File: config.mk
export PLATFORM = sky130hd
export DESIGN_NAME = float32_restoring_divider_flat
export DESIGN_NICKNAME = d
export VERILOG_FILES = /design/src/hdl/f32div_pkg.sv /design/src/hdl/f32div_if.sv /design/src/hdl/f32div_stage.sv /design/src/hdl/float32_restoring_divider.sv /design/src/flat_wrapper.sv
export SDC_FILE = /design/constraint.sdc
export NUM_CORES = 2
export LEC_CHECK = 0
export ABC_AREA = 1
export BUFFER_PORTS_ARGS = -buffer_cell sky130_fd_sc_hd__buf_2
export CAP_MARGIN = 20
export CORE_MARGIN = 2
export CORE_UTILIZATION = 50
export CTS_CLUSTER_DIAMETER = 60
export DETAILED_ROUTE_END_ITERATION = 8
export PLACE_DENSITY = 0.66
export SYNTH_ARGS = -nofsm -noshare
export SYNTH_HDL_FRONTEND = slang
export SYNTH_HIERARCHICAL = 1
export SYNTH_SLANG_ARGS = --single-unit
File: constraint.sdc
create_clock -name clk -period 35.4 [get_ports clk]
set_input_delay 5.31 -clock clk [delete_from_list [all_inputs] [get_ports clk]]
set_output_delay 5.31 -clock clk [all_outputs]
set_load 0.005 [all_outputs]
File: src/hdl/f32div_pkg.sv
package f32div_pkg;

    localparam int unsigned FRAC_BITS = 23;
    localparam int unsigned EXP_BITS  = 8;
    localparam int unsigned SIG_BITS  = FRAC_BITS + 1;
    // Remainder width: the doubled significand needs one extra bit.
    localparam int unsigned REM_BITS  = SIG_BITS + 1;
    localparam int unsigned DIV_STEPS = 25;
    localparam int unsigned STEPS_PER_STAGE_DEFAULT = 3;
    localparam logic [EXP_BITS-1:0] EXP_BIAS = 8'd127;

    // Per-item state that flows down the divider pipeline.
    typedef struct packed {
        logic [REM_BITS-1:0]  rem;
        logic [SIG_BITS-1:0]  divisor;
        logic [DIV_STEPS-1:0] quo;
        logic [EXP_BITS-1:0]  expq;
    } div_state_t;

endpackage

File: src/hdl/f32div_if.sv
interface f32div_if #(
    parameter int unsigned WIDTH = 32
) (
    input logic clk
);
    logic             valid;
    logic             ready;
    logic [WIDTH-1:0] data;

    modport source (output valid, output data, input ready);
    modport sink   (input valid, input data, output ready);
endinterface

File: src/hdl/f32div_stage.sv
// One pipeline stage: STEPS restoring division steps with a stalling register.
module f32div_stage #(
    parameter int unsigned STEPS = f32div_pkg::STEPS_PER_STAGE_DEFAULT
) (
    input  logic                   clk,
    input  logic                   rst_n,
    input  logic                   in_valid,
    input  f32div_pkg::div_state_t in_state,
    input  logic                   advance,
    output logic                   out_valid,
    output f32div_pkg::div_state_t out_state
);
    f32div_pkg::div_state_t state_next;
    f32div_pkg::div_state_t state_reg;
    logic                   valid_reg;

    // Restoring steps: subtract when the remainder covers the divisor.
    always_comb
    begin
        logic [f32div_pkg::REM_BITS-1:0] r;
        logic [f32div_pkg::REM_BITS-1:0] d;
        state_next = in_state;
        r = in_state.rem;
        d = {1'b0, in_state.divisor};
        for (int i = 0; i < STEPS; i++)
        begin
            state_next.quo = {state_next.quo[f32div_pkg::DIV_STEPS-2:0], (r >= d)};
            if (r >= d)
            begin
                r = r - d;
            end
            r = {r[f32div_pkg::REM_BITS-2:0], 1'b0};
        end
        state_next.rem = r;
    end

    always_ff @(posedge clk or negedge rst_n)
    begin
        if (!rst_n)
        begin
            valid_reg <= 1'b0;
        end
        else if (advance)
        begin
            valid_reg <= in_valid;
        end
    end

    always_ff @(posedge clk)
    begin
        if (advance)
        begin
            state_reg <= state_next;
        end
    end

    assign out_valid = valid_reg;
    assign out_state = state_reg;
endmodule

File: src/hdl/float32_restoring_divider.sv
// Pipeline: a front register, the division stage chain and an output register.
// Throughput: one request per cycle, except that the whole pipeline, including the
// division stage chain, holds while the output register is full and not taken.
// Reset: rst_n clears all valid bits asynchronously; data registers are not reset.
module float32_restoring_divider #(
    parameter int unsigned STEPS_PER_STAGE = f32div_pkg::STEPS_PER_STAGE_DEFAULT
) (
    input logic clk,
    input logic rst_n,
    f32div_if.sink   operands,
    f32div_if.source quotient
);
    localparam int unsigned N_STAGES = (f32div_pkg::DIV_STEPS + STEPS_PER_STAGE - 1)
                                       / STEPS_PER_STAGE;
    localparam int unsigned FB = f32div_pkg::FRAC_BITS;
    localparam int unsigned EB = f32div_pkg::EXP_BITS;
    localparam int unsigned SB = f32div_pkg::SIG_BITS;

    logic advance;
    logic out_valid_reg;
    logic [FB+EB-1:0] out_data_reg;

    // Whole pipeline moves unless the output register holds an untaken result.
    assign advance        = !out_valid_reg || quotient.ready;
    assign operands.ready = advance;

    // Front stage: exponent difference and significand pre-alignment.
    logic [EB-1:0] expa, expb;
    logic [SB-1:0] siga, sigb;
    f32div_pkg::div_state_t front_next;
    f32div_pkg::div_state_t front_reg;
    logic front_valid_reg;

    always_comb
    begin
        expa = operands.data[FB+EB-1:FB];
        expb = operands.data[32+FB+EB-1:32+FB];
        siga = {1'b1, operands.data[FB-1:0]};
        sigb = {1'b1, operands.data[32+FB-1:32]};
        front_next.divisor = sigb;
        front_next.quo     = '0;
        front_next.expq    = expa - expb + f32div_pkg::EXP_BIAS;
        if (siga < sigb)
        begin
            front_next.rem  = {siga, 1'b0};
            front_next.expq = expa - expb + f32div_pkg::EXP_BIAS - 8'd1;
        end
        else
        begin
            front_next.rem = {1'b0, siga};
        end
    end

    always_ff @(posedge clk or negedge rst_n)
    begin
        if (!rst_n)
        begin
            front_valid_reg <= 1'b0;
        end
        else if (advance)
        begin
            front_valid_reg <= operands.valid;
        end
    end

    always_ff @(posedge clk)
    begin
        if (advance)
        begin
            front_reg <= front_next;
        end
    end

    // Division stage chain; the last stage may take fewer steps.
    logic                   stage_valid [N_STAGES+1];
    f32div_pkg::div_state_t stage_state [N_STAGES+1];

    assign stage_valid[0] = front_valid_reg;
    assign stage_state[0] = front_reg;

    for (genvar g = 0; g < N_STAGES; g++)
    begin : g_stage
        localparam int unsigned NSTEP =
            ((g + 1) * STEPS_PER_STAGE > f32div_pkg::DIV_STEPS)
            ? f32div_pkg::DIV_STEPS - g * STEPS_PER_STAGE : STEPS_PER_STAGE;
        f32div_stage #(.STEPS(NSTEP)) u_stage (
            .clk       (clk),
            .rst_n     (rst_n),
            .in_valid  (stage_valid[g]),
            .in_state  (stage_state[g]),
            .advance   (advance),
            .out_valid (stage_valid[g+1]),
            .out_state (stage_state[g+1])
        );
    end

    // Rounding to nearest even and carry renormalization.
    f32div_pkg::div_state_t last;
    logic                   sticky;
    logic [SB:0]            q_rnd;
    logic [EB-1:0]          exp_fin;
    logic [FB-1:0]          frac_fin;

    always_comb
    begin
        last   = stage_state[N_STAGES];
        sticky = |last.rem;
        q_rnd  = {1'b0, last.quo[SB:1]}
                 + {{SB{1'b0}}, last.quo[0] & (sticky | last.quo[1])};
        if (q_rnd[SB])
        begin
            frac_fin = q_rnd[FB:1];
            exp_fin  = last.expq + 8'd1;
        end
        else
        begin
            frac_fin = q_rnd[FB-1:0];
            exp_fin  = last.expq;
        end
    end

    always_ff @(posedge clk or negedge rst_n)
    begin
        if (!rst_n)
        begin
            out_valid_reg <= 1'b0;
        end
        else if (advance)
        begin
            out_valid_reg <= stage_valid[N_STAGES];
        end
    end

    always_ff @(posedge clk)
    begin
        if (advance)
        begin
            out_data_reg <= {exp_fin, frac_fin};
        end
    end

    assign quotient.valid = out_valid_reg;
    assign quotient.data  = out_data_reg;
endmodule

File: src/flat_wrapper.sv
// flat-port wrapper written by rule: the top's interface ports become plain ports
module float32_restoring_divider_flat 
#(
    parameter int unsigned STEPS_PER_STAGE = f32div_pkg::STEPS_PER_STAGE_DEFAULT
)
  (clk, rst_n, operands_valid, operands_data, operands_ready, quotient_valid, quotient_data, quotient_ready);
  f32div_if #(.WIDTH(64)) operands_i (.clk(clk));
  f32div_if #(.WIDTH(31)) quotient_i (.clk(clk));
  input logic clk;
  input logic rst_n;
  input wire logic [$bits(operands_i.valid)-1:0] operands_valid;
  input wire logic [$bits(operands_i.data)-1:0] operands_data;
  output wire logic [$bits(operands_i.ready)-1:0] operands_ready;
  output wire logic [$bits(quotient_i.valid)-1:0] quotient_valid;
  output wire logic [$bits(quotient_i.data)-1:0] quotient_data;
  input wire logic [$bits(quotient_i.ready)-1:0] quotient_ready;
  assign operands_i.valid = operands_valid;
  assign operands_i.data = operands_data;
  assign operands_ready = operands_i.ready;
  assign quotient_valid = quotient_i.valid;
  assign quotient_data = quotient_i.data;
  assign quotient_i.ready = quotient_ready;
  float32_restoring_divider #(.STEPS_PER_STAGE(STEPS_PER_STAGE)) u_core (.clk(clk), .rst_n(rst_n), .operands(operands_i), .quotient(quotient_i));
endmodule
==> out/results.ini <==
[sta]
finalHoldViolations = 0
finalSetupTns_ns = 0
finalCritPeriodShare_pct = 31.69
timing.slew.headroom_pct = 29.23
rsz0062_at_grt = false
fmax_mhz = 89.14
finalCriticalPeriod_ns = 11.22
worst_slew_pin_slew_ns = 1.062
drv_slew = 0
fin_skew_ns = 0.03671
final.setup.worst_slack_ns = 24.18
setup_viol = 0

[route]
drt_iter0_markers = 6487
via_count = 65100
wl_per_cell_um = 18.90
drt-vias-per-instance = 5.509
drc = 0
final_antenna_net_count = 0
drt_first_pass_iters = 6
postRouteWirelength_mm = 223.3

[finish]
finalNetCount = 10670
final_cell_count_no_fill = 11820
drive_gt1_share_pct = 5.757
diodes = 0
final_common_cell = nand2_1
nFillCells = 13540
final_cell_mix = 3527 x nand2_1, 1341 x inv_1, 781 x nand3_1, 700 x edfxtp_1, 630 x ha_1
syn2layout_area_growth_pct = 7.065
largest_reg_flops = 613

[flow_run]
drv_cap = 0

[grt]
busiest_layer = met2
grtUsageTotal_pct = 30.89
antenna_found_initial = 2
grt_first_pass_wirelength_mm = 341.9
gr-total-overflow = 0
use_met1_pct = 43.77
met2_usage_pct = 48.77
grt_pass1_vias = 60090
grtUsageMet3_pct = 4.305
grt_max_degree = 145

[floorplanning]
io_pins = 101
floorplan.initialDensity_pct = 50.32
die-area_um2 = 141200
core_area_um2 = 137300
num_rows = 136
dieHeight_um = 375.8
die_w_um = 375.8

[worst_setup_path]
endpoint_kind = output pin
cp_top_family = buffers and inverters
crit_path_start_kind = input pin
cpMostUsedCell = buf_2
path_buf_inv = 3
worst-setup-path-type = input pin to output pin
cp_slowest_cell = buf_2
reg2reg_slack_ns = 26.59
crit_path_max_fanout = 4
cp_data_arrival_time_ns = 5.91
required_ns = 30.09
critPathMaxStageDelay_ns = 0.21
path_cells = buf_2 > inv_1 > nand2_4 > buf_2

[logic_synthesis]
netlist_area_um2 = 69100
avgSynthCellArea_um2 = 6.981
syn_inst = 9898
synth_warnings = 6

[clock_tree]
cts_resized = 0
numCtsBuffers = 92
clock_latency_ns = 0.72
cts.path.max_buffers = 3
ctsRootBufferMaster = clkbuf_16
cts_tree = yes
path_clk_slew_ns = 0.06
postCtsSetupBuffers = 0
cts_hold_buf = 0
cts.sink_count = 711
cts_max_level = 3

[place]
hpwlAfterDp_mm = 181.0
place.gp.congestion = 1.008
preCtsSetupSlack_ns = 24.16
numPlacedInstances = 11650
port_buffers = 98

[hold_path]
hold_class = flop to flop

[outcome]
outcome = finished, final reports clean

path summary, 6_finish.rpt:
path | startpoint | end | depth (start not counted)
worst min-delay path | u_core/g_stage[2].u_stage/out_state[0] | u_core/g_stage[3].u_stage/out_state[0] | 0
max in group asynchronous | rst_n | u_core/quotient.valid | 1
min in group asynchronous | rst_n | u_core/front_valid_reg | 1
worst min register to register | u_core/g_stage[2].u_stage/out_state[0] | u_core/g_stage[3].u_stage/out_state[0] | 0
worst max-delay path | quotient_ready | operands_ready | 4
worst max register to register | u_core/g_stage[1].u_stage/out_state[50] | u_core/g_stage[2].u_stage/out_state[81] | 36
metrics by stage:
step	hold slack [ns]	util (%)	instance area (µm²)
finish	0.4011	53.88	73980
global route	0.4030	53.88	73980
detailed placement	0.4045	51.69	70980
global placement	0.4007	51.69	70980
CTS	0.3953	53.88	73980
floorplan	0.4003	-	69110
layer usage:
metal  wire length [µm]  vias up
li1                   -    32440
met1             101400    30000
met2              98380     2309
met3              16360      344
met4               7106        2
met5                 13        -
area by class of cell:
cell class / count / area, µm² / area share, %
clock inverter: 64 / 635.6 / 0.8591
sequential: 711 / 21300 / 28.78
multi-input combinational: 7608 / 41460 / 56.04
timing repair buffer: 118 / 653.1 / 0.8828
clock buffer: 104 / 2369 / 3.201
inverter: 1418 / 5328 / 7.201
tap: 1794 / 2245 / 3.034
Power is not shown: default switching activity piles up to over one toggle a cycle in this logic, so the estimate is an artifact.
